===== config.mk =====
export PLATFORM = sky130hd
export DESIGN_NAME = bitmap_block_allocator
export DESIGN_NICKNAME = d
export VERILOG_FILES = /design/src/rtl/core/bba_pkg.sv /design/src/rtl/core/bitmap_block_allocator.sv /design/src/rtl/core/bba_bitmap_ram.sv /design/src/rtl/core/bba_word_scan.sv
export SDC_FILE = /design/constraint.sdc
export NUM_CORES = 1
export LEC_CHECK = 0
export ABC_AREA = 0
export BUFFER_PORTS_ARGS = -buffer_cell sky130_fd_sc_hd__buf_2
export CAP_MARGIN = 20
export CORE_MARGIN = 3
export CORE_UTILIZATION = 60
export DETAILED_ROUTE_END_ITERATION = 12
export PLACE_DENSITY = 0.73
export SLEW_MARGIN = 10
export SYNTH_ARGS = -nofsm -noshare
export SYNTH_HDL_FRONTEND = slang
export SYNTH_SLANG_ARGS = --single-unit
export TNS_END_PERCENT = 20

===== constraint.sdc =====
create_clock -name clk -period 7.69 [get_ports clk]
set_input_delay 1.1535 -clock clk [delete_from_list [all_inputs] [get_ports clk]]
set_output_delay 1.1535 -clock clk [all_outputs]
set_load 0.02 [all_outputs]

===== src/rtl/core/bba_pkg.sv =====
// ---------------------------------------------------------------------------
// bba_pkg
// shared types and constants for the bitmap block allocator
// ---------------------------------------------------------------------------
package bba_pkg;

  // bitmap storage word
  localparam int WORD_W = 32;
  localparam int WBIT_W = 5;

  // fixed field widths
  localparam int REQ_W    = 2;
  localparam int BN_W     = 10;
  localparam int DCOUNT_W = 11;
  localparam int STATUS_W = 2;
  localparam int CFG_IDX_W = 1;

  // request codes
  localparam logic [REQ_W-1:0] REQ_ALLOC = 2'd0;
  localparam logic [REQ_W-1:0] REQ_FREE  = 2'd1;
  localparam logic [REQ_W-1:0] REQ_CLEAR = 2'd2;
  localparam logic [REQ_W-1:0] REQ_RSVD  = 2'd3;

  // status codes
  localparam logic [STATUS_W-1:0] STATUS_DONE  = 2'd0;
  localparam logic [STATUS_W-1:0] STATUS_FULL  = 2'd1;
  localparam logic [STATUS_W-1:0] STATUS_RANGE = 2'd2;

  // register indexes
  localparam logic [CFG_IDX_W-1:0] CFG_DATA_START = 1'd0;
  localparam logic [CFG_IDX_W-1:0] CFG_DATA_COUNT = 1'd1;

  // outcome of a search over one bitmap word
  typedef struct packed {
    logic              hit;
    logic [WBIT_W-1:0] bit_idx;
  } scan_res_t;

endpackage


===== src/rtl/core/bitmap_block_allocator.sv =====
// ---------------------------------------------------------------------------
// bitmap_block_allocator
// first-fit block allocator over a used-flag bitmap held in block memory
// ---------------------------------------------------------------------------
// The used flags live in a 32-bit-word memory with a registered read port,
// flag i standing for block data_start + i. The region spans
// min(data_count, MAX_BLOCKS - data_start) flags, none when data_start is at
// or past MAX_BLOCKS. One request is worked on at a time; the input is ready
// again as soon as the result sits in the output register, even if that
// word has not yet been taken. An allocate reads the 32-flag words in turn
// from the start of the region up to the one holding the first free flag
// (at most ceil(count/32) of them), one word a cycle on the memory read
// port, and writes that word back with the flag set. A free reads the word,
// then modifies and writes it back; outside the region it writes nothing.
// A clear request sweeps the memory one word a cycle, writing every word to
// zero. After reset the same sweep runs before the first request is taken.
// Register writes change the region only, never the flags.
// ---------------------------------------------------------------------------
module bitmap_block_allocator
  import bba_pkg::*;
#(
  parameter int MAX_BLOCKS = 1024
) (
  input  logic                 clk,
  input  logic                 rst,
  // request channel
  input  logic                 in_valid,
  output logic                 in_ready,
  input  logic [REQ_W-1:0]     req_type,
  input  logic [BN_W-1:0]      block_number,
  // result channel
  output logic                 out_valid,
  input  logic                 out_ready,
  output logic [STATUS_W-1:0]  status,
  output logic [BN_W-1:0]      block_number_out,
  // register write port
  input  logic                 cfg_we,
  input  logic [CFG_IDX_W-1:0] cfg_index,
  input  logic [DCOUNT_W-1:0]  cfg_data
);

  // memory geometry
  localparam int NWORDS = (MAX_BLOCKS + WORD_W - 1) / WORD_W;
  localparam int AW     = (NWORDS > 1) ? $clog2(NWORDS) : 1;
  localparam int IW     = $clog2(NWORDS * WORD_W);
  localparam int CW     = $clog2(MAX_BLOCKS + 1);
  // common width for counts, block indexes and compares
  localparam int XW0    = (CW > DCOUNT_W) ? CW : DCOUNT_W;
  localparam int XW     = (XW0 > IW + 1) ? XW0 : IW + 1;

  typedef enum logic [4:0] {
    S_CLEAR = 5'b00001,   // zero-fill sweep
    S_IDLE  = 5'b00010,
    S_SCAN  = 5'b00100,   // one word per cycle
    S_FREE  = 5'b01000,   // write back word with flag cleared
    S_DONE  = 5'b10000    // hand result to output register
  } state_t;

  state_t state, state_next;

  // configuration
  logic [BN_W-1:0]     data_start;
  logic [DCOUNT_W-1:0] data_count;

  // working registers
  logic [AW-1:0]       scan_addr, scan_addr_next;
  logic [AW-1:0]       clr_addr, clr_addr_next;
  logic [XW-1:0]       cnt_q, cnt_q_next;
  logic [XW-1:0]       rel_q, rel_q_next;
  logic                clr_req, clr_req_next;
  logic [STATUS_W-1:0] res_status, res_status_next;
  logic [BN_W-1:0]     res_block, res_block_next;

  // memory port
  logic              ram_we;
  logic [AW-1:0]     ram_waddr;
  logic [WORD_W-1:0] ram_wdata;
  logic [AW-1:0]     ram_raddr;
  logic [WORD_W-1:0] ram_rdata;

  // region arithmetic
  logic [XW-1:0] ds_x;
  logic [XW-1:0] room;
  logic [XW-1:0] usable;
  logic [XW-1:0] blk_x;
  logic [XW-1:0] rel;
  logic          free_oor;
  logic [XW-1:0] left;
  logic [XW-1:0] next_base;
  logic [XW-1:0] alloc_idx;
  logic [XW-1:0] alloc_sum;
  scan_res_t     sres;

  logic in_fire;
  logic out_free;

  assign in_ready = (state == S_IDLE);
  assign in_fire  = in_valid && in_ready;
  assign out_free = !out_valid || out_ready;

  // usable region size
  always_comb begin
    ds_x = XW'(data_start);
    room = XW'(MAX_BLOCKS) - ds_x;
    if (ds_x >= XW'(MAX_BLOCKS)) begin
      usable = '0;
    end else if (XW'(data_count) < room) begin
      usable = XW'(data_count);
    end else begin
      usable = room;
    end
  end

  // free range check on the incoming block number
  assign blk_x    = XW'(block_number);
  assign rel      = blk_x - ds_x;
  assign free_oor = (blk_x < ds_x) || (rel >= usable);

  // scan of the word just read
  assign left      = cnt_q - (XW'(scan_addr) << WBIT_W);
  assign next_base = (XW'(scan_addr) + XW'(1)) << WBIT_W;
  assign alloc_idx = (XW'(scan_addr) << WBIT_W) + XW'(sres.bit_idx);
  assign alloc_sum = ds_x + alloc_idx;

  bba_word_scan #(
    .XW (XW)
  ) u_scan (
    .word (ram_rdata),
    .left (left),
    .res  (sres)
  );

  bba_bitmap_ram #(
    .DEPTH (NWORDS),
    .AW    (AW)
  ) u_ram (
    .clk   (clk),
    .we    (ram_we),
    .waddr (ram_waddr),
    .wdata (ram_wdata),
    .raddr (ram_raddr),
    .rdata (ram_rdata)
  );

  always_comb begin
    state_next      = state;
    scan_addr_next  = scan_addr;
    clr_addr_next   = clr_addr;
    cnt_q_next      = cnt_q;
    rel_q_next      = rel_q;
    clr_req_next    = clr_req;
    res_status_next = res_status;
    res_block_next  = res_block;
    ram_we          = 1'b0;
    ram_waddr       = clr_addr;
    ram_wdata       = '0;
    ram_raddr       = '0;

    unique case (state)
      S_CLEAR: begin
        ram_we    = 1'b1;
        ram_waddr = clr_addr;
        ram_wdata = '0;
        if (clr_addr == AW'(NWORDS - 1)) begin
          clr_addr_next = '0;
          state_next    = clr_req ? S_DONE : S_IDLE;
          clr_req_next  = 1'b0;
        end else begin
          clr_addr_next = clr_addr + AW'(1);
        end
      end

      S_IDLE: begin
        if (in_fire) begin
          res_status_next = STATUS_DONE;
          res_block_next  = '0;
          unique case (req_type)
            REQ_ALLOC: begin
              cnt_q_next     = usable;
              scan_addr_next = '0;
              ram_raddr      = '0;
              if (usable == '0) begin
                res_status_next = STATUS_FULL;
                state_next      = S_DONE;
              end else begin
                state_next = S_SCAN;
              end
            end
            REQ_FREE: begin
              rel_q_next = rel;
              ram_raddr  = rel[AW+WBIT_W-1:WBIT_W];
              if (free_oor) begin
                res_status_next = STATUS_RANGE;
                state_next      = S_DONE;
              end else begin
                state_next = S_FREE;
              end
            end
            REQ_CLEAR: begin
              clr_req_next  = 1'b1;
              clr_addr_next = '0;
              state_next    = S_CLEAR;
            end
            REQ_RSVD: begin
              state_next = S_DONE;
            end
            default: begin
              state_next = S_DONE;
            end
          endcase
        end
      end

      S_SCAN: begin
        // next word is fetched speculatively
        ram_raddr = scan_addr + AW'(1);
        if (sres.hit) begin
          ram_we          = 1'b1;
          ram_waddr       = scan_addr;
          ram_wdata       = ram_rdata | (WORD_W'(1) << sres.bit_idx);
          res_status_next = STATUS_DONE;
          res_block_next  = alloc_sum[BN_W-1:0];
          state_next      = S_DONE;
        end else if (next_base < cnt_q) begin
          scan_addr_next = scan_addr + AW'(1);
        end else begin
          res_status_next = STATUS_FULL;
          state_next      = S_DONE;
        end
      end

      S_FREE: begin
        ram_we     = 1'b1;
        ram_waddr  = rel_q[AW+WBIT_W-1:WBIT_W];
        ram_wdata  = ram_rdata & ~(WORD_W'(1) << rel_q[WBIT_W-1:0]);
        state_next = S_DONE;
      end

      S_DONE: begin
        if (out_free) begin
          state_next = S_IDLE;
        end
      end

      default: begin
        state_next = S_IDLE;
      end
    endcase
  end

  // control state
  always_ff @(posedge clk) begin
    if (rst) begin
      state      <= S_CLEAR;
      clr_addr   <= '0;
      clr_req    <= 1'b0;
      out_valid  <= 1'b0;
      data_start <= '0;
      data_count <= '0;
    end else begin
      state    <= state_next;
      clr_addr <= clr_addr_next;
      clr_req  <= clr_req_next;

      if (state == S_DONE && out_free) begin
        out_valid <= 1'b1;
      end else if (out_ready) begin
        out_valid <= 1'b0;
      end

      if (cfg_we) begin
        unique case (cfg_index)
          CFG_DATA_START: data_start <= cfg_data[BN_W-1:0];
          CFG_DATA_COUNT: data_count <= cfg_data;
          default: ;
        endcase
      end
    end
  end

  // payload registers
  always_ff @(posedge clk) begin
    scan_addr  <= scan_addr_next;
    cnt_q      <= cnt_q_next;
    rel_q      <= rel_q_next;
    res_status <= res_status_next;
    res_block  <= res_block_next;
    if (state == S_DONE && out_free) begin
      status           <= res_status;
      block_number_out <= res_block;
    end
  end

endmodule


===== src/rtl/core/bba_bitmap_ram.sv =====
// ---------------------------------------------------------------------------
// bba_bitmap_ram
// one-write one-read word memory holding the used flags, registered read
// ---------------------------------------------------------------------------
module bba_bitmap_ram
  import bba_pkg::*;
#(
  parameter int DEPTH = 32,
  parameter int AW    = 5
) (
  input  logic              clk,
  input  logic              we,
  input  logic [AW-1:0]     waddr,
  input  logic [WORD_W-1:0] wdata,
  input  logic [AW-1:0]     raddr,
  output logic [WORD_W-1:0] rdata
);

  logic [WORD_W-1:0] mem [DEPTH];

  always_ff @(posedge clk) begin
    if (we) begin
      mem[waddr] <= wdata;
    end
  end

  always_ff @(posedge clk) begin
    rdata <= mem[raddr];
  end

endmodule


===== src/rtl/core/bba_word_scan.sv =====
// ---------------------------------------------------------------------------
// bba_word_scan
// lowest free flag of one bitmap word, limited to the flags inside the region
// ---------------------------------------------------------------------------
module bba_word_scan
  import bba_pkg::*;
#(
  parameter int XW = 11
) (
  input  logic [WORD_W-1:0] word,
  input  logic [XW-1:0]     left,   // flags of the region from this word on
  output scan_res_t         res
);

  logic [WORD_W-1:0] avail;

  always_comb begin
    for (int b = 0; b < WORD_W; b++) begin
      avail[b] = !word[b] && (XW'(b) < left);
    end
  end

  // lowest set bit of avail
  always_comb begin
    res.hit     = 1'b0;
    res.bit_idx = '0;
    for (int b = WORD_W - 1; b >= 0; b--) begin
      if (avail[b]) begin
        res.hit     = 1'b1;
        res.bit_idx = WBIT_W'(b);
      end
    end
  end

endmodule

### Word level (Yosys, flattened, before mapping)

Memory sizes are Yosys's and may differ from the RTL's. A register that Yosys moved wholly into a read port is not among the register bits.
Index checks and enable logic that the tools add are counted.

| cells by class | value |
|---|---|
| shift operators | 2 |
| eq/ne operators | 18 |
| add/subtract/negate cells | 8 |
| bitwise gates (word level) | 4 |
| muxes and demuxes | 79 |
| reduce and logical (&&, ||, !) cells | 85 |
| $lt $le $gt $ge | 36 |

Operators by type and width:

| operator | count |
|---|---|
| $mux W6 | 32 |
| $lt A5 B11 Y1 const A | 16 |
| $mux W5 | 18 |
| $lt A4 B11 Y1 const A | 8 |
| $pmux W32 S2 | 1 |
| $shl A1 B5 Y32 const A | 2 |
| $lt A3 B11 Y1 const A | 4 |
| $pmux W5 S2 | 4 |
| $logic_and A1 B1 Y1 | 34 |
| $logic_not A1 Y1 | 33 |
| $and A32 B32 Y32 | 1 |
| $mux W32 | 1 |
| $not A32 Y32 | 1 |
| $or A32 B32 Y32 | 1 |
| $pmux W5 S5 | 1 |
| $lt A1 B11 Y1 const A | 2 |
| $lt A11 B11 Y1 | 2 |
| $lt A2 B11 Y1 const A | 2 |
| $mux W10 | 2 |
| $pmux W10 S2 | 1 |
| $pmux W5 S4 | 1 |
| $reduce_and A3 Y1 | 5 |
| $ge A11 B11 Y1 | 1 |
| $logic_not A11 Y1 | 1 |
| other kinds (31) | 58 |

| storage, ports and cells | value |
|---|---|
| memory bits (writable) | 1,024 |
| bits of input ports | 29 |
| output and inout bits | 14 |
| memories kept | 1 |
| logic and storage cells | 246 |
| bits in registers | 83 |

Memories:

| name | words | bits a word | read ports | clocked after Yosys merged registers in | write ports | RTL line | RTL |
|---|---|---|---|---|---|---|---|
| u_ram.mem | 32 | 32 | 1 | 1 | 1 | bba_bitmap_ram.sv:19 | `logic [WORD_W-1:0] mem [DEPTH];` |

### Depth between registers and ports, before layout

| logic depth | value |
|---|---|
| depth in word-level cells | 39 |
| depth in mapped cells | 26 |
| depth with buffers taken out | 25 |

### Hierarchy

Synthesis repeated with hierarchy kept, for this count alone.

| second synthesis, totals | value |
|---|---|
| cell total of the unflattened synthesis | 3,130 |
| area, all modules | 47,609.4 um^2 |

Modules (own cells, without submodules):

| module | instances | area each (um^2) | seq. area each (um^2) | cells an instance |
|---|---|---|---|---|
| bba_bitmap_ram | 1 | 40,492.6 | 31,390.1 | 2,260 |
| bitmap_block_allocator | 1 | 5,995.8 | 2,162.1 | 682 |
| bba_word_scan | 1 | 1,121.1 | 0.0 | 188 |

### Worst setup path after synthesis

OpenSTA, ideal clock, no wires.

| path | value |
|---|---|
| kind | register to register |
| start | register scan_addr[0] |
| end | memory u_ram.mem[25][0], enable pin |
| slack | 1.763 ns |
| setup time | 0.461 ns |
| data arrival time | 5.466 ns |
| buffers on the path | 1 |
| cell stages (with the launch flop) | 14 |
| required time | 7.229 ns |
| clock period less this slack | 5.927 ns |
| path through | edfxtp_1 > ha_1 > fa_1 > xor2_1 > and4b_1 > buf_4 > o211ai_2 > a211oi_2 > nor3b_4 > a41o_2 > nor2_1 > a221oi_2 > nand2_1 > nor3_1 |

| between the ends | value |
|---|---|
| word-level cells in the longest chain between the ends | 39 |
| elaborated cells between the ends (all ways) | 103 |
| classes of those cells | add/sub (1); order compare (32); mux (38); reduce/logical (32) |

Ends and longest elaborated chain:

| what | RTL line | RTL |
|---|---|---|
| start, declared | bitmap_block_allocator.sv:66 | `logic [AW-1:0] scan_addr, scan_addr_next;` |
| start signal, assigned | bitmap_block_allocator.sv:283 | `scan_addr <= scan_addr_next;` |
| $sub A11 B10 Y11 | bitmap_block_allocator.sv:120 | `assign left = cnt_q - (XW'(scan_addr) << WBIT_W);` |
| $lt A5 B11 Y1 | bba_word_scan.sv:19 | `avail[b] = !word[b] && (XW'(b) < left);` |
| $logic_and A1 B1 Y1 | bba_word_scan.sv:19 |  |
| $mux W6 (32 in a row) | bba_word_scan.sv:28 | `if (avail[b]) begin` |
| $mux W1 | bitmap_block_allocator.sv:217 | `if (sres.hit) begin` |
| $pmux W1 S2 | bitmap_block_allocator.sv:159 | `unique case (state)` |
| $mux W1 | bba_bitmap_ram.sv:22 | `if (we) begin` |
| $mux W1 (not written as such) | bba_bitmap_ram.sv:23 | `mem[waddr] <= wdata;` |
| end, declared | bba_bitmap_ram.sv:19 |  |

Parallel ways exist; a longest one is shown, timed or not.

### Worst setup path after layout

| path | value |
|---|---|
| start | register scan_addr[2] |
| end | memory u_ram.mem[18][4], enable pin |

The elaborated chain is that of the path after synthesis.

==> results <==
- The flow ran to the end, and the final reports show no timing, DRC or antenna violations.
- Setup violations remaining at the end of the flow were counted as 0.
- 43 I/O pins were placed.
- The max-slew headroom at the worst pin is 14.0%.
- The filler cells instantiated in the layout total 5244.
- The total number of clock tree sinks is 1139.
- Wire segments on met3 add up to 11.4 mm in the final route.
- In this run the remaining antenna-violating nets after routing total 0.
- By area, the combinational part of the netlist is dominated by multiplexers.
- Counting flops with a built-in enable in the synthesized netlist gives roughly 1100.
- The worst slack on hold paths is about 420 ps.
- The max-slew violation total from the final report is 0.
- The switching share of power is 24.1%.
- The number of storage elements in the synthesis netlist is approximately 1100.
- In the final routed layout, each cell accounts on average for 29.7 um.
- The total grt overflow is 0.
- The internal portion of total power is between 10 and 15 mW.
- Once the clock tree was built, the resizer swapped 0 gates to a different size.
- The data arrival time of the critical path is 6180 ps.
- For this run, the top clock speed supported by timing is 170 MHz.
- The slowest stage of the critical path belongs to the cell sky130_fd_sc_hd__nor2_4.
- Dividing the final minimum period by the clock period gives 76.5%.
- The worst register-to-register path begins at scan_addr[2]$_SDFFCE_PN0P_.
- The sum of net half-perimeters after detailed placement is 81.8 mm.
- The first-pass detailed-route iteration total is 6.
- The count of antenna diodes in the layout is 0.
- Summing the areas of all fa, ha and maj instances in the mapped netlist gives 1.56% of the synthesized area.
- Of the post-synthesis cell area, the dominant cell type holds 67.6%.
- The floorplan step set the die width to 288 um.
- In the post-synthesis netlist, the cell with the most instances is sky130_fd_sc_hd__edfxtp_1.
- The maximum clock skew at final layout is 31.9 ps.
- The global placer's final weighted congestion is 0.998.
- Counting along the longest clock path gives a buffer depth of 3.
- STA puts the critical path data required time at between 7000 and 8000 ps.
- Traced cell by cell, the critical path runs through inv_1, ha_1, nand3b_1, and4b_1, o211ai_2, a211oi_2, nor3b_4, a41oi_4, a22oi_1, a211oi_1, nand2_1, nor2_4.
- The average cell area after synthesis is 15.2 um2.
- Across the whole layout, storage elements account for 0.0336 mm2.
- Counting the buffers created by CTS gives 110.
- The startpoint identified for the worst hold timing path is res_block[4]$_SDFFCE_PN0P_.
- The initial core utilization is 61.1%.
- The post-synthesis async set-or-reset flop share is 0%.
- The net switching power is 3.27 mW.
- The vertical die dimension is 288 um.
- The clock group share of total power is a little under 40%.
- The count of synthesis-stage warnings from yosys is 0.
- Setup total negative slack on the finished layout was measured at 0 ps.
- The type of the worst min-delay path is reg2reg.
- STA classifies the critical path startpoint as a flop.
- The net count after synthesis is 3218.
- Summing the sequential cell areas from Yosys gives 70.3% of the chip area.
- After Yosys synthesis, and, or, nand and nor cells account for 5.32% of the synthesized area.
- The detailed router put a total of 50.8 mm of wire on met1.
- The maximum number of pins on one net before global-route repair is 129.
- Across the run, the number of max-cap violations was 0.
- The initial antenna violation count came to 5.
- The xor-xnor portion of the synthesized cell area is 0.516%.
- At the pin with the least slew margin, the transition time is between 1000 and 1500 ps.
- The clock transition at the registers of the reported paths is 70 ps.
- The worst setup path is of the reg2reg kind.
- The total area of multi-input combinational cells is 0.0137 mm2.
- The clock root buffer is sky130_fd_sc_hd__clkbuf_16.
- For this run, design rule violations remaining after detail routing come to 0.
- The floorplan row count is between 100 and 150.
- STA classifies the critical path endpoint as a flop.
- The synthesized netlist devotes 9.00% of its cell area to compound gates.
- The cell area that synthesis handed to floorplanning was ~0.048 mm2.
- The area of the die is 0.0830 mm2.
- During placement, the flow inserted port buffers numbering 42.
- From synthesis to final layout, the design area changed by 12.3%.
- Buffers inserted to repair hold after CTS numbered 0.
- Dividing total power by cell area gives a power density of ~250 mW/mm2.
- The gate count after technology mapping is 3132.
- The total length of routed wires is 129 mm.
- In this run, the number of DRC markers left after iteration 0 of detailed routing was 3248.
- The detail-routed via count per cell is 6.64.
- The via count of the first global-routing pass came to 27700.
- The layout cell share with drive strength beyond 1 is 12.3%.
- For this run, the total global-route usage over all layers was measured as 31.0%.
- The critical path starts at scan_addr[2]$_SDFFCE_PN0P_.
- After clock tree synthesis, the setup repair step added 0 buffers.
- Summed over all nets, wire length on met2 after detailed routing comes to between 60 and 70 mm.
- Synthesis instantiated 101 different standard cells from the library.
- The smallest clock period supported by the final layout is computed as about 5900 ps.
- The leakage power total is 17.4 nW.
- By area the synthesized netlist is led by sky130_fd_sc_hd__edfxtp_1 68%, sky130_fd_sc_hd__mux2i_1 11%, sky130_fd_sc_hd__dfxtp_1 2.7%.
- The later pin in the worst-skew pair is clocked with a latency of 690 ps.
- The largest single stage delay on the critical path is 930 ps.
- TritonCTS built the clock tree.
- The H-tree depth is 3.
- For this block, the via count after detailed routing is 28800.
- The commonest register cell after synthesis is sky130_fd_sc_hd__edfxtp_1.
- The mux contribution to synthesized area is 11.1%.
- In this run the worst path has a maximum fanout of 35.
- Sequential cells account for 53.3% of the total power.
- The count of final hold-check violations is 0.
- Of all cell types, the one taking the most synthesized area is sky130_fd_sc_hd__edfxtp_1.
- Setup repair after global routing left no endpoint under its margin.
- Combinational logic burns 7.5% of the power.
- IR analysis of the VDD net gives a maximum drop of roughly 0.0002 V.
- At the end of the flow, the number of nets in the layout was 3284.
- The floorplan core area is 0.0781 mm2.
- The highest metal layer carrying signal wires in the routed design is met4.
- By count the netlist is led by 1074 x sky130_fd_sc_hd__edfxtp_1, 518 x sky130_fd_sc_hd__mux2i_1, 235 x sky130_fd_sc_hd__nand2_1.
- The first global-routing pass estimated around 190 mm of wire.
## logic make-up after synthesis
| logic type | count (synthesis) |
|---|---|
| buffers and inverters | 234 |
| adder cells (fa/ha/maj) | 58 |
| multiplexers | 528 |
| AND/OR/NAND/NOR | 528 |
| flip-flops | 1139 |
| AO/OA/AOI/OAI | 619 |
| XOR/XNOR | 26 |
## state kept, by name (all words and copies together), names as in the netlist
name and flops:
block_number_out 10, clr_req 1, scan_addr 5, status 2
data_count 11, state 5, res_block 10, clr_addr 5
data_start 10, cnt_q 11, res_status 2, u_ram.rdata 32
u_ram.mem 1024, rel_q 10, out_valid 1
## through the flow
step / power, mW / cells / util [%] / instance area (um2) / setup WS [ps]
global placement: 8.32 / 4107 / 63.4 / 49500 / 1940
CTS: 13.6 / 4318 / 68.1 / 53200 / 1910
global route: 14.0 / 4333 / 68.6 / 53600 / 1500
finish: 13.6 / 4333 / 68.6 / 53600 / 1810
floorplan: 7.78 / 3132 / - / 47700 / 1760
detailed placement: 8.35 / 4111 / 63.5 / 49600 / 1920
## path summary, 6_finish.rpt
path | end | slack [ps] | cells past startpoint
hold reg to reg | block_number_out[4]$_DFFE_PP_ | 420 | 0
setup / recovery | u_ram.mem[18][4]$_DFFE_PP_ | 1810 | 12
hold / removal | block_number_out[4]$_DFFE_PP_ | 420 | 0
setup reg to reg | u_ram.mem[18][4]$_DFFE_PP_ | 1810 | 12
## power groups by stage
stage / Combinational [mW] / Clock [mW] / Sequential (mW)
after floorplan: 0.571 / 0 / 7.21
after global placement: 0.972 / 0 / 7.35
after detailed placement: 0.991 / 0 / 7.36
after CTS: 0.995 / 5.38 / 7.23
after global routing: 1.08 / 5.63 / 7.25
final: 1.02 / 5.33 / 7.25
## critical path, delay by kind of cell (launching register included)
| kind | cells | cell delay [ps] |
|---|---|---|
| buffers and inverters | 1 | 180 |
| AOI/OAI and AO/OA | 5 | 2380 |
| DFF | 1 | 470 |
| adders and majority gates | 1 | 390 |
| and+or+nand+nor | 5 | 2050 |
## cell usage in the layout, fill, tap and decap left out, types with 20 or more instances in the layout
cell type	count
sky130_fd_sc_hd__edfxtp_1	1074
sky130_fd_sc_hd__mux2i_1	518
sky130_fd_sc_hd__nand2_1	235
sky130_fd_sc_hd__o22ai_1	169
sky130_fd_sc_hd__clkbuf_16	111
sky130_fd_sc_hd__a21oi_1	76
sky130_fd_sc_hd__o21ai_0	70
sky130_fd_sc_hd__inv_1	69
sky130_fd_sc_hd__dfxtp_1	65
sky130_fd_sc_hd__a32oi_1	64
sky130_fd_sc_hd__ha_1	54
sky130_fd_sc_hd__buf_4	52
sky130_fd_sc_hd__nor2_1	51
sky130_fd_sc_hd__buf_2	44
sky130_fd_sc_hd__a211oi_1	42
sky130_fd_sc_hd__nor4_1	38
sky130_fd_sc_hd__a21boi_0	36
sky130_fd_sc_hd__nor3_1	26
sky130_fd_sc_hd__o21ai_4	26
sky130_fd_sc_hd__nor2_4	26
sky130_fd_sc_hd__nand3_1	25
sky130_fd_sc_hd__clkinv_1	24
sky130_fd_sc_hd__clkbuf_1	22
sky130_fd_sc_hd__clkinv_2	21
sky130_fd_sc_hd__a21o_1	20
## area by class of cell
type | count | area share (%)
Clock inverter | 69 | 1.27
Inverter | 71 | 0.497
Clock buffer | 138 | 5.47
Timing Repair Buffer | 117 | 2.09
Tap cell | 1040 | 2.43
Multi-Input combinational cell | 1759 | 25.6
Sequential cell | 1139 | 62.6
## layer usage
metal	global-route usage [%]	vias to the layer above
met1	42.9	14500
met5	0	-
li1	-	12400
met3	5.42	309
met4	13.5	0
met2	48.8	1510
(Power assumes the default switching activity.)
